$ cat config.mk
export PLATFORM = sky130hd
export DESIGN_NAME = dual_grid_corner_gather_core
export DESIGN_NICKNAME = d
export VERILOG_FILES = /design/src/design/dgcg_pkg.sv /design/src/design/dgcg_front.sv /design/src/design/dgcg_queue.sv /design/src/design/dgcg_back.sv /design/src/design/dual_grid_corner_gather_core.sv
export SDC_FILE = /design/constraint.sdc
export NUM_CORES = 1
export LEC_CHECK = 0
export ABC_AREA = 1
export ABC_CLOCK_PERIOD_IN_PS = 8400
export BUFFER_PORTS_ARGS = -buffer_cell sky130_fd_sc_hd__buf_2
export CAP_MARGIN = 20
export CORE_MARGIN = 2
export CORE_UTILIZATION = 65
export CTS_CLUSTER_DIAMETER = 30
export DETAILED_ROUTE_END_ITERATION = 8
export GPL_TIMING_DRIVEN = 1
export PLACE_DENSITY = 0.83
export SYNTH_ARGS = -nofsm -noshare
export SYNTH_HDL_FRONTEND = slang
export SYNTH_SLANG_ARGS = --single-unit
$ cat constraint.sdc
create_clock -name clk_i -period 8.4 [get_ports clk_i]
set_clock_uncertainty 0.1 [all_clocks]
set_input_delay 0.42 -clock clk_i [delete_from_list [all_inputs] [get_ports clk_i]]
set_output_delay 0.42 -clock clk_i [all_outputs]
set_load 0.02 [all_outputs]
$ cat src/design/dgcg_pkg.sv
// ----------------------------------------------------------------------------
// dgcg_pkg
// Shared types and constants for the dual grid corner gather block.
// ----------------------------------------------------------------------------
package dgcg_pkg;

  // Fixed field widths of the ports
  localparam int CellW = 5;   // dual grid coordinate
  localparam int TileW = 8;   // tile code

  // One resolved dual cell request, handed from front to back
  typedef struct packed {
    logic [CellW-1:0] x;
    logic [CellW-1:0] y;
    logic [TileW-1:0] lt;        // tile (x-1, y-1), clamped
    logic [TileW-1:0] lb;        // tile (x-1, y),   clamped
    logic [TileW-1:0] rt;        // tile (x,   y-1), clamped
    logic [TileW-1:0] rb;        // tile (x,   y)
    logic             last_row;
    logic             last_col;
  } cell_req_t;

endpackage

$ cat src/design/dgcg_front.sv
// ----------------------------------------------------------------------------
// dgcg_front
// Accepts tiles, tracks grid position, keeps the previous column and
// resolves the four clamped corners of the base dual cell of each tile.
// ----------------------------------------------------------------------------
module dgcg_front import dgcg_pkg::*; #(
  parameter int GridSize = 16,
  parameter int TileBits = 8
) (
  input  logic             clk_i,
  input  logic             rst_ni,
  input  logic             in_valid_i,
  output logic             in_ready_o,
  input  logic [TileW-1:0] tile_value_i,
  output logic             push_valid_o,
  input  logic             push_ready_i,
  output cell_req_t        push_data_o
);

  localparam int StoreW = (TileBits < TileW) ? TileBits : TileW;
  localparam int CntW   = (GridSize > 1) ? $clog2(GridSize) : 1;
  localparam logic [CntW-1:0] LastIdx = CntW'(GridSize - 1);

  // grid position and running neighbors
  logic [CntW-1:0]   col_q, row_q;
  logic [StoreW-1:0] above_q, diag_q;

  // stage A: accepted tile waiting for its column store read
  logic              a_valid_q;
  logic [StoreW-1:0] a_cur_q, a_above_q;
  logic [CntW-1:0]   a_x_q, a_y_q;
  logic              a_first_col_q, a_first_row_q, a_last_col_q, a_last_row_q;

  // column store, read-first
  logic [StoreW-1:0] mem_q [GridSize];
  logic [StoreW-1:0] rd_q;

  logic              accept, advance;
  logic [StoreW-1:0] cur, left, diag;
  logic              first_col, first_row, last_col, last_row;

  assign cur       = tile_value_i[StoreW-1:0];
  assign first_col = (col_q == '0);
  assign first_row = (row_q == '0);
  assign last_col  = (col_q == LastIdx);
  assign last_row  = (row_q == LastIdx);

  assign advance    = a_valid_q && push_ready_i;
  assign in_ready_o = !a_valid_q || push_ready_i;
  assign accept     = in_valid_i && in_ready_o;

  assign left = a_first_col_q ? a_cur_q : rd_q;
  assign diag = a_first_row_q ? left : (a_first_col_q ? a_above_q : diag_q);

  always_ff @(posedge clk_i or negedge rst_ni) begin
    if (!rst_ni) begin
      col_q     <= '0;
      row_q     <= '0;
      above_q   <= '0;
      diag_q    <= '0;
      a_valid_q <= 1'b0;
    end else begin
      if (accept) begin
        above_q <= cur;
        if (last_row) begin
          row_q <= '0;
          col_q <= last_col ? '0 : col_q + 1'b1;
        end else begin
          row_q <= row_q + 1'b1;
        end
      end
      if (advance) begin
        diag_q <= left;
      end
      if (accept) begin
        a_valid_q <= 1'b1;
      end else if (advance) begin
        a_valid_q <= 1'b0;
      end
    end
  end

  always_ff @(posedge clk_i) begin
    if (accept) begin
      a_cur_q       <= cur;
      a_above_q     <= first_row ? cur : above_q;
      a_x_q         <= col_q;
      a_y_q         <= row_q;
      a_first_col_q <= first_col;
      a_first_row_q <= first_row;
      a_last_col_q  <= last_col;
      a_last_row_q  <= last_row;
    end
  end

  always_ff @(posedge clk_i) begin
    if (accept) begin
      rd_q         <= mem_q[row_q];
      mem_q[row_q] <= cur;
    end
  end

  assign push_valid_o         = a_valid_q;
  assign push_data_o.x        = CellW'(a_x_q);
  assign push_data_o.y        = CellW'(a_y_q);
  assign push_data_o.lt       = TileW'(diag);
  assign push_data_o.lb       = TileW'(left);
  assign push_data_o.rt       = TileW'(a_above_q);
  assign push_data_o.rb       = TileW'(a_cur_q);
  assign push_data_o.last_row = a_last_row_q;
  assign push_data_o.last_col = a_last_col_q;

endmodule

$ cat src/design/dgcg_queue.sv
// ----------------------------------------------------------------------------
// dgcg_queue
// Two-entry request queue between the front and the back.
// ----------------------------------------------------------------------------
module dgcg_queue import dgcg_pkg::*; (
  input  logic      clk_i,
  input  logic      rst_ni,
  input  logic      push_valid_i,
  output logic      push_ready_o,
  input  cell_req_t push_data_i,
  output logic      pop_valid_o,
  input  logic      pop_ready_i,
  output cell_req_t pop_data_o
);

  cell_req_t  ent_q [2];
  logic       wr_ptr_q, rd_ptr_q;
  logic [1:0] cnt_q;
  logic       push, pop;

  assign push_ready_o = (cnt_q != 2'd2);
  assign pop_valid_o  = (cnt_q != 2'd0);
  assign pop_data_o   = ent_q[rd_ptr_q];
  assign push         = push_valid_i && push_ready_o;
  assign pop          = pop_valid_o && pop_ready_i;

  always_ff @(posedge clk_i or negedge rst_ni) begin
    if (!rst_ni) begin
      wr_ptr_q <= 1'b0;
      rd_ptr_q <= 1'b0;
      cnt_q    <= 2'd0;
    end else begin
      if (push) begin
        wr_ptr_q <= ~wr_ptr_q;
      end
      if (pop) begin
        rd_ptr_q <= ~rd_ptr_q;
      end
      if (push && !pop) begin
        cnt_q <= cnt_q + 2'd1;
      end else if (pop && !push) begin
        cnt_q <= cnt_q - 2'd1;
      end
    end
  end

  always_ff @(posedge clk_i) begin
    if (push) begin
      ent_q[wr_ptr_q] <= push_data_i;
    end
  end

endmodule

$ cat src/design/dgcg_back.sv
// ----------------------------------------------------------------------------
// dgcg_back
// Expands each request into one to four dual cells, one per cycle while the
// output is not stalled, into the output register.
// ----------------------------------------------------------------------------
module dgcg_back import dgcg_pkg::*; #(
  parameter int GridSize = 16
) (
  input  logic             clk_i,
  input  logic             rst_ni,
  input  logic             pop_valid_i,
  output logic             pop_ready_o,
  input  cell_req_t        pop_data_i,
  output logic             out_valid_o,
  input  logic             out_ready_i,
  output logic [CellW-1:0] cell_x_o,
  output logic [CellW-1:0] cell_y_o,
  output logic [TileW-1:0] corner_left_top_o,
  output logic [TileW-1:0] corner_left_bottom_o,
  output logic [TileW-1:0] corner_right_top_o,
  output logic [TileW-1:0] corner_right_bottom_o,
  output logic             run_last_o,
  output logic             grid_done_o
);

  localparam logic [CellW-1:0] EdgeIdx = CellW'(GridSize);

  typedef enum logic [1:0] {
    PhBase,
    PhRowEnd,
    PhColEnd,
    PhCorner
  } phase_e;

  phase_e ph_q, ph_next;
  logic   ph_done;
  logic   load;

  // next cell of the same request, or done
  always_comb begin
    ph_next = PhBase;
    ph_done = 1'b1;
    unique case (ph_q)
      PhBase: begin
        if (pop_data_i.last_row) begin
          ph_next = PhRowEnd;
          ph_done = 1'b0;
        end else if (pop_data_i.last_col) begin
          ph_next = PhColEnd;
          ph_done = 1'b0;
        end
      end
      PhRowEnd: begin
        if (pop_data_i.last_col) begin
          ph_next = PhColEnd;
          ph_done = 1'b0;
        end
      end
      PhColEnd: begin
        if (pop_data_i.last_row) begin
          ph_next = PhCorner;
          ph_done = 1'b0;
        end
      end
      PhCorner: begin
        ph_done = 1'b1;
      end
      default: begin
        ph_done = 1'b1;
      end
    endcase
  end

  assign load        = pop_valid_i && (!out_valid_o || out_ready_i);
  assign pop_ready_o = load && ph_done;

  always_ff @(posedge clk_i or negedge rst_ni) begin
    if (!rst_ni) begin
      ph_q                  <= PhBase;
      out_valid_o           <= 1'b0;
      cell_x_o              <= '0;
      cell_y_o              <= '0;
      corner_left_top_o     <= '0;
      corner_left_bottom_o  <= '0;
      corner_right_top_o    <= '0;
      corner_right_bottom_o <= '0;
      run_last_o            <= 1'b0;
      grid_done_o           <= 1'b0;
    end else begin
      if (load) begin
        out_valid_o <= 1'b1;
        ph_q        <= ph_done ? PhBase : ph_next;
        run_last_o  <= ph_done;
        grid_done_o <= (ph_q == PhCorner);
        unique case (ph_q)
          PhBase: begin
            cell_x_o              <= pop_data_i.x;
            cell_y_o              <= pop_data_i.y;
            corner_left_top_o     <= pop_data_i.lt;
            corner_left_bottom_o  <= pop_data_i.lb;
            corner_right_top_o    <= pop_data_i.rt;
            corner_right_bottom_o <= pop_data_i.rb;
          end
          PhRowEnd: begin
            cell_x_o              <= pop_data_i.x;
            cell_y_o              <= EdgeIdx;
            corner_left_top_o     <= pop_data_i.lb;
            corner_left_bottom_o  <= pop_data_i.lb;
            corner_right_top_o    <= pop_data_i.rb;
            corner_right_bottom_o <= pop_data_i.rb;
          end
          PhColEnd: begin
            cell_x_o              <= EdgeIdx;
            cell_y_o              <= pop_data_i.y;
            corner_left_top_o     <= pop_data_i.rt;
            corner_left_bottom_o  <= pop_data_i.rb;
            corner_right_top_o    <= pop_data_i.rt;
            corner_right_bottom_o <= pop_data_i.rb;
          end
          PhCorner: begin
            cell_x_o              <= EdgeIdx;
            cell_y_o              <= EdgeIdx;
            corner_left_top_o     <= pop_data_i.rb;
            corner_left_bottom_o  <= pop_data_i.rb;
            corner_right_top_o    <= pop_data_i.rb;
            corner_right_bottom_o <= pop_data_i.rb;
          end
          default: begin
            cell_x_o <= pop_data_i.x;
          end
        endcase
      end else if (out_ready_i) begin
        out_valid_o <= 1'b0;
      end
    end
  end

endmodule

$ cat src/design/dual_grid_corner_gather_core.sv
// ----------------------------------------------------------------------------
// dual_grid_corner_gather_core
// Turns a GRID_SIZE x GRID_SIZE tile grid into its dual grid of corner cells.
// ----------------------------------------------------------------------------
// Tiles enter one per request in column-major order (x outer, y inner) and
// each tile completes dual cell (x,y); the last tile of a column also gives
// (x,N), tiles of the last column also give (N,y), and the very last tile
// also gives (N,N), flagged by grid_done_o. Corners outside the grid are
// clamped, so border tiles repeat. run_last_o marks the final cell of each
// tile. The input takes one tile per cycle while in_ready_o is high; the
// output register delivers one cell per cycle while out_ready_i is high, so
// a tile yields one cell, or two to four cells on the grid edges. From input
// accept to the first valid cell, a request passes the column store read,
// the queue and the output register. The column store needs no clearing
// after reset: the first column never reads it. Only the low TILE_BITS bits
// of a tile code are kept (at most 8); after the last tile a new grid starts.
// ----------------------------------------------------------------------------
module dual_grid_corner_gather_core import dgcg_pkg::*; #(
  parameter int GRID_SIZE = 16,
  parameter int TILE_BITS = 8
) (
  input  logic             clk_i,
  input  logic             rst_ni,
  // tile input
  input  logic             in_valid_i,
  output logic             in_ready_o,
  input  logic [TileW-1:0] tile_value_i,
  // dual cell output
  output logic             out_valid_o,
  input  logic             out_ready_i,
  output logic [CellW-1:0] cell_x_o,
  output logic [CellW-1:0] cell_y_o,
  output logic [TileW-1:0] corner_left_top_o,
  output logic [TileW-1:0] corner_left_bottom_o,
  output logic [TileW-1:0] corner_right_top_o,
  output logic [TileW-1:0] corner_right_bottom_o,
  output logic             run_last_o,
  output logic             grid_done_o
);

  // front -> queue
  logic      push_valid, push_ready;
  cell_req_t push_data;
  // queue -> back
  logic      pop_valid, pop_ready;
  cell_req_t pop_data;

  // Front: position counters, column store, corner resolution
  dgcg_front #(
    .GridSize (GRID_SIZE),
    .TileBits (TILE_BITS)
  ) u_front (
    .clk_i        (clk_i),
    .rst_ni       (rst_ni),
    .in_valid_i   (in_valid_i),
    .in_ready_o   (in_ready_o),
    .tile_value_i (tile_value_i),
    .push_valid_o (push_valid),
    .push_ready_i (push_ready),
    .push_data_o  (push_data)
  );

  // Short queue decouples the tile side from the cell side
  dgcg_queue u_queue (
    .clk_i        (clk_i),
    .rst_ni       (rst_ni),
    .push_valid_i (push_valid),
    .push_ready_o (push_ready),
    .push_data_i  (push_data),
    .pop_valid_o  (pop_valid),
    .pop_ready_i  (pop_ready),
    .pop_data_o   (pop_data)
  );

  // Back: one to four cells per request into the output register
  dgcg_back #(
    .GridSize (GRID_SIZE)
  ) u_back (
    .clk_i                 (clk_i),
    .rst_ni                (rst_ni),
    .pop_valid_i           (pop_valid),
    .pop_ready_o           (pop_ready),
    .pop_data_i            (pop_data),
    .out_valid_o           (out_valid_o),
    .out_ready_i           (out_ready_i),
    .cell_x_o              (cell_x_o),
    .cell_y_o              (cell_y_o),
    .corner_left_top_o     (corner_left_top_o),
    .corner_left_bottom_o  (corner_left_bottom_o),
    .corner_right_top_o    (corner_right_top_o),
    .corner_right_bottom_o (corner_right_bottom_o),
    .run_last_o            (run_last_o),
    .grid_done_o           (grid_done_o)
  );

endmodule

==> results of run 1 <==
[sequential cells by signal, indices dropped and copies added, names as in the netlist, 8 cells and up]
register,cells
u_queue.ent_q,84
u_back.corner_right_bottom_o,8
u_front.mem_q,128
u_back.corner_left_top_o,8
u_back.corner_right_top_o,8
u_back.corner_left_bottom_o,8
u_front.above_q,8
u_front.a_above_q,8
u_front.a_cur_q,8
u_front.diag_q,8
u_front.rd_q,8
[cell usage in the layout, fill, tap and decap left out, types with 5 or more instances in the layout]
cell type and instances:
a21oi_1 5, buf_2 56, buf_4 6, clkbuf_16 52
clkinv_2 11, clkinv_4 10, clkinvlp_4 6, dfrtp_1 75
edfxtp_1 248, ha_1 7, inv_1 206, inv_2 8
inv_6 6, mux2i_1 8, nand2_1 436, nand3_1 97
nor2_1 62, nor2_4 5, o211ai_1 9, o21ai_0 76
o22ai_1 6
[routing by layer]
layer	wire length, um	GRT usage, %	share of wire [%]
met3	1980	4.95	6.9
met4	938	9.57	3.3
met5	0	0	0
met2	14200	44.8	50
met1	11600	36.0	40
[worst reg2reg max path, delay by kind of cell (launching register included)]
kind,cells,cell delay [ns]
buf+inv,2,1.22
simple gates,2,0.78
flops,1,0.38
fa+ha+maj,1,0.35
[metrics by stage]
step | instance area [um^2] | cells | hold WS (ns) | setup slack (ns)
floorplan | 13700 | 1319 | 0.0244 | 5.34
global placement | 14100 | 1608 | 0.326 | 5.34
detailed placement | 14100 | 1608 | 0.334 | 5.23
CTS | 15800 | 1704 | 0.0717 | 5.21
global route | 15800 | 1705 | 0.111 | 5.01
finish | 15800 | 1705 | 0.0847 | 5.19
[final cells by class]
class                           instances  area share (%)
Clock buffer                           55            8.36
Clock inverter                         40            2.36
Inverter                              215            5.10
Multi-Input combinational cell        732            20.7
Sequential cell                       324            59.1
Tap cell                              275            2.17
Timing Repair Buffer                   64            2.25
[logic make-up after synthesis]
family          count (synthesis)
simple gates                  612
flops                         324
buf+inv                       263
compound gates                101
mux                             8
fa+ha+maj                       7
xor+xnor                        4
[final timing paths]
kind | to | cells past startpoint
max in group asynchronous | u_back.corner_left_bottom_o[2] | 3
worst min register to register | u_queue.ent_q[1][35] | 0
min in group asynchronous | u_back.cell_y_o[2] | 2
worst max-delay path | u_front.mem_q[0][6] | 5
worst max register to register | u_front.mem_q[0][6] | 5
worst min-delay path | u_back.out_valid_o | 4
[power by group]
group / total, W / switching, W / internal, W / leakage (nW)
registers: 0.00252 / 0.000227 / 0.00229 / 3.21
logic: 0.00194 / 0.00139 / 0.000546 / 3.08
clock network: 0.00201 / 0.000762 / 0.00125 / 0.826
total: 0.00647 / 0.00238 / 0.00409 / 7.12
[timing repair]
| action | 4_1_cts | 5_1_grt |
|---|---|---|
| endpoints found under the hold margin | 75 | 0 |
| hold buffers | 1 | 0 |
| setup buffers | 0 | 0 |
==> qor.yml, run 1 <==
path_clk_slew_ns: 0.05
post-route-min-period_ns: 3.21
grt_max_degree: 77
cts_resized: 0
wl_per_cell_um: 16.9
hold_viol: 0
yosys_warnings: 0
tightestPinTransition_ns: 1.05
synth_fa_ha_area_share_pct: 0.641
ios: 58
multi_input_area_um2: 3270
clock_path_buffers: 3
cpPeakStageDelay_ns: 0.86
cp.arrival_ns: 3.28
synth_top_flop_cell: "edfxtp_1"
slowest_stage: "inv_2"
die_h_um: 149
crit_family: "buffers and inverters"
p_per_area_nw_per_um2: 409
dr_total_vias: 9299
yosysUniqueCellTypes: 31
setup_viol: 0
overflow: 0
rsz0062_at_grt: "no"
antenna_cells: 0
cp-end-kind: "flip-flop"
synth_compound_area_share_pct: 4.03
portBuffers: 57
syn_area_per_cell_um2: 10.4
syn_to_final_growth_pct: 15.8
fmax_ghz: 0.311
synth_mux_area_share_pct: 0.586
final.setup.tns_ns: 0
worstPathCellList: "buf_4 -> inv_2 -> ha_1 -> nand2_2 -> nor2_1"
synth_top_area_cell: "edfxtp_1"
h-tree-depth: 2
numCtsBuffers: 51
dieArea_um2: 22200
clk_latency_ns: 0.55
grt_antenna_before_repair: 0
start_util_pct: 65.6
ys_top_cells_by_count: "nand2_1 (436), edfxtp_1 (248), inv_1 (206), nand3_1 (97)"
grt_pass1_wl_mm: 46.0
rr_startpoint: "u_front.row_q[0]"
syn_nets: 1338
crit_buf_inv: 2
dp_hpwl_mm: 17.1
place.gp.congestion: 0.862
ys_seq_area_share_pct: 68.4
fin_crit_sh_pct: 38.3
synth_top_family_by_area: "simple AND/OR/NAND/NOR gates"
critical_path_class: "reg -> reg"
rows: 53
viasPerCell: 5.45
cts_tree: "built"
n_fill_cell: 1288
maxSlewViolCount: 0
synth_xor_area_share_pct: 0.256
crit_start: "u_front.row_q[0]"
grt_pass1_vias: 8935
synth_most_common_cell: "nand2_1"
synthSimpleGateAreaFrac_pct: 18.3
drtIter0Drc: 861
rrSetupSlack_ns: 5.19
peakVddDrop_mv: 0.215
drv_cap: 0
synth_top_cell_area_share_pct: 54.5
synth_edf_count: 248
routed_wirelength_mm: 28.8
clock-sinks: 324
syn_inst: 1319
coreArea_um2: 20800
drcViolationCount: 0
syn-cell-area_um2: 13700
synthArstFlopShare_pct: 23.5
power_w: 0.00647
grt_util_all_layers_pct: 26.9
die_w_um: 149
outcome: "completed"
hp-start: "out_ready_i"
fin_util_pct: 76.0
root_buffer: "clkbuf_16"
worst_ep_required_time_ns: 8.47
slew_headroom_pct: 29.7
antenna_left: 0
setup.worst_path.start_class: "flip-flop"
drt_pre_antenna_iters: 5
synthTopCellsByArea: "edfxtp_1 (54%), dfrtp_1 (14%), nand2_1 (12%), inv_1 (5.7%), nand3_1 (3.6%)"
drive_gt1_share_pct: 12.7
critical_path.max_fanout: 69
leakage_nw: 7.12
ys_seq_elements: 324
hold_class: "in -> reg"
regArea_um2: 9350
nets: 1407
Note: power is estimated with default switching activity, not from simulation.
==> run 2: changes to the inputs <==
Settings changed: ABC_CLOCK_PERIOD_IN_PS 8400 to 2900, CORE_UTILIZATION 65 to 55, PLACE_DENSITY 0.83 to 0.75.
Clock period 8.4 ns to 2.9 ns, I/O delays scaled along.
==> run 2 against run 1 <==
Core utilization down 9.3 points. Die area rose by 18%. Cell count increased by 4.7%. Via count down 2.0%. Combinational power increased to 2.9 times the previous value. Wire length down 5.3%. Largest cell class unchanged.
==> qor.yml, run 2 (same netlist as run 1, synthesis figures left out) <==
mostFrequentLayoutCells: "nand2_1 (436), edfxtp_1 (248), inv_1 (206), nand3_1 (97), o21ai_0 (76)"  # unchanged
final_common_cell: "nand2_1"  # unchanged
hold_class: "in -> async"  # was in -> reg
regMostFlops: "u_front.mem_q"  # unchanged
drt_pre_antenna_iters: 5  # unchanged
outcome: "completed"  # unchanged
hold_viol: 0  # unchanged
cts_setup_buffers: 0  # unchanged
nets: 1434  # was 1,407
ios: 58  # unchanged
root_buffer: "clkbuf_16"  # unchanged
whs_ns: 0.00667  # was 0.0847 ns
die_w_um: 162  # was 149 um
cp-end-kind: "flip-flop"  # unchanged
critical_path_class: "reg -> reg"  # unchanged
p_per_area_nw_per_um2: 1180  # was 409 nW/um^2
leakage_nw: 7.30  # was 7.12 nW
n_fill_cell: 1773  # was 1,288
place.gp.congestion: 0.814  # was 0.862
switching_share_pct: 35.2  # was 36.8%
path_clk_slew_ns: 0.05  # about the same
h-tree-depth: 2  # unchanged
fmax_ghz: 0.436  # was 0.311 GHz
grt_pass1_vias: 9074  # was 8,935
final.setup.tns_ns: 0  # unchanged
drtIter0Drc: 776  # was 861
antenna_left: 0  # unchanged
grt_antenna_before_repair: 0  # unchanged
pwr-share-comb_pct: 28.8  # was 29.9%
maxSlewViolCount: 0  # unchanged
viasPerCell: 5.10  # was 5.45
numCtsBuffers: 55  # was 51
overflow: 0  # unchanged
peakVddDrop_mv: 0.702  # was 0.215 mV
die_h_um: 162  # was 149 um
slew_headroom_pct: 37.8  # was 29.7%
largest_register_ffs: 128  # unchanged
dp_hpwl_mm: 16.5  # was 17.1 mm
worst_ep_required_time_ns: 2.98  # was 8.47 ns
clk_latency_ns: 0.55  # about the same
post-route-min-period_ns: 2.30  # was 3.21 ns
rsz0062_at_grt: "no"  # unchanged
drv_cap: 0  # unchanged
antenna_cells: 0  # unchanged
dieArea_um2: 26100  # was 22,200 um^2
tightestPinTransition_ns: 0.933  # was 1.05 ns
clock_path_buffers: 3  # unchanged
syn_to_final_growth_pct: 19.0  # was 15.8%
drive_gt1_share_pct: 13.4  # was 12.7%
clock-sinks: 324  # unchanged
internal_power_w: 0.0125  # was 0.00409 W
rows: 57  # was 53
seq_power_share_pct: 38.1  # was 38.9%
postCtsHoldBufs: 11  # was 1
coreArea_um2: 24400  # was 20,800 um^2
wl_per_cell_um: 15.3  # was 16.9 um
start_util_pct: 56.0  # was 65.6%
top_regs: "u_front.mem_q: 128 flops, u_queue.ent_q: 84 flops"  # unchanged
critical_path.max_fanout: 33  # was 69
cts_resized: 0  # unchanged
dr_total_vias: 9109  # was 9,299
p_clk_share_pct: 33.2  # was 31.1%
grt_pass1_wl_mm: 44.9  # was 46.0 mm
portBuffers: 57  # unchanged
grt_max_degree: 77  # unchanged
fin_crit_sh_pct: 79.2  # was 38.3%
setup_viol: 0  # unchanged
setup.worst_path.start_class: "flip-flop"  # unchanged
routed_wirelength_mm: 27.3  # was 28.8 mm
net-switching-power_w: 0.00677  # was 0.00238 W
cp.arrival_ns: 2.37  # was 3.28 ns
drcViolationCount: 0  # unchanged
grt_util_all_layers_pct: 21.6  # was 26.9%
cts_tree: "built"  # unchanged
==> run 2: changes by cell type in the layout (fill, tap and decap cells not counted), moves of 4 or more <==
cell | before | now
clkinv_1 | 2 | 6
dlygate4sd3_1 | 1 | 11
bufinv_16 | 3 | 7
buf_4 | 6 | 19
==> run 2: metrics by stage <==
stage	utilization [%]	worst slack, ns	instance area (um^2)	total power, W	cells
floorplan	-	0.540	13700	0.0113	1319
global placement	58.4	0.693	14300	0.0127	1670
detailed placement	58.4	0.639	14300	0.0129	1670
CTS	66.6	0.613	16200	0.0193	1784
global route	66.7	0.397	16300	0.0204	1785
finish	66.7	0.604	16300	0.0192	1785
==> run 2: power by group through the flow <==
stage	Clock (W)	Sequential (W)	Combinational [W]
after floorplan	0	0.00753	0.00374
after global placement	0	0.00733	0.00534
after detailed placement	0	0.00738	0.00547
after CTS	0.00645	0.00732	0.00556
after global routing	0.00668	0.00745	0.00628
final	0.00638	0.00732	0.00554
==> run 2: critical path: stages, from the launching register on <==
cell     delay (ns)
dfrtp_2        0.56
inv_2          0.14
buf_4          0.32
ha_1           0.20
nand2_1        0.12
nor2_1         0.49
==> run 2: layer usage <==
| layer | vias to the layer above | part of all wire (%) | wire, um | GRT usage, % |
|---|---|---|---|---|
| met1 | 4280 | 43 | 11800 | 28.1 |
| met4 | 0 | 2.5 | 671 | 7.24 |
| met5 | - | 0 | 0 | 0 |
| met2 | 311 | 48 | 13200 | 37.3 |
| li1 | 4455 | - | - | - |
| met3 | 63 | 5.9 | 1600 | 3.65 |
==> run 2: final timing paths <==
| check | start | end | slack (ns) | cells past startpoint |
|---|---|---|---|---|
| max | u_front.row_q[0] | u_front.mem_q[10][6] | 0.60 | 5 |
| min | rst_ni | u_back.cell_x_o[0] | 0.007 | 2 |
| max reg2reg | u_front.row_q[0] | u_front.mem_q[10][6] | 0.60 | 5 |
| min reg2reg | u_front.a_x_q[0] | u_queue.ent_q[0][38] | 0.34 | 0 |
| max in group asynchronous | rst_ni | u_back.corner_left_top_o[6] | 2.10 | 3 |
| min in group clk_i | u_front.a_x_q[0] | u_queue.ent_q[0][38] | 0.34 | 0 |
==> run 2: layout make-up <==
type	instances	area [um^2]	share of cell area, %
sequential	324	9350	57.5
multi-input combinational	732	3270	20.1
clock buffer	61	1420	8.72
inverter	215	807	4.96
timing repair buffer	87	553	3.40
clock inverter	42	458	2.82
tap	324	405	2.49
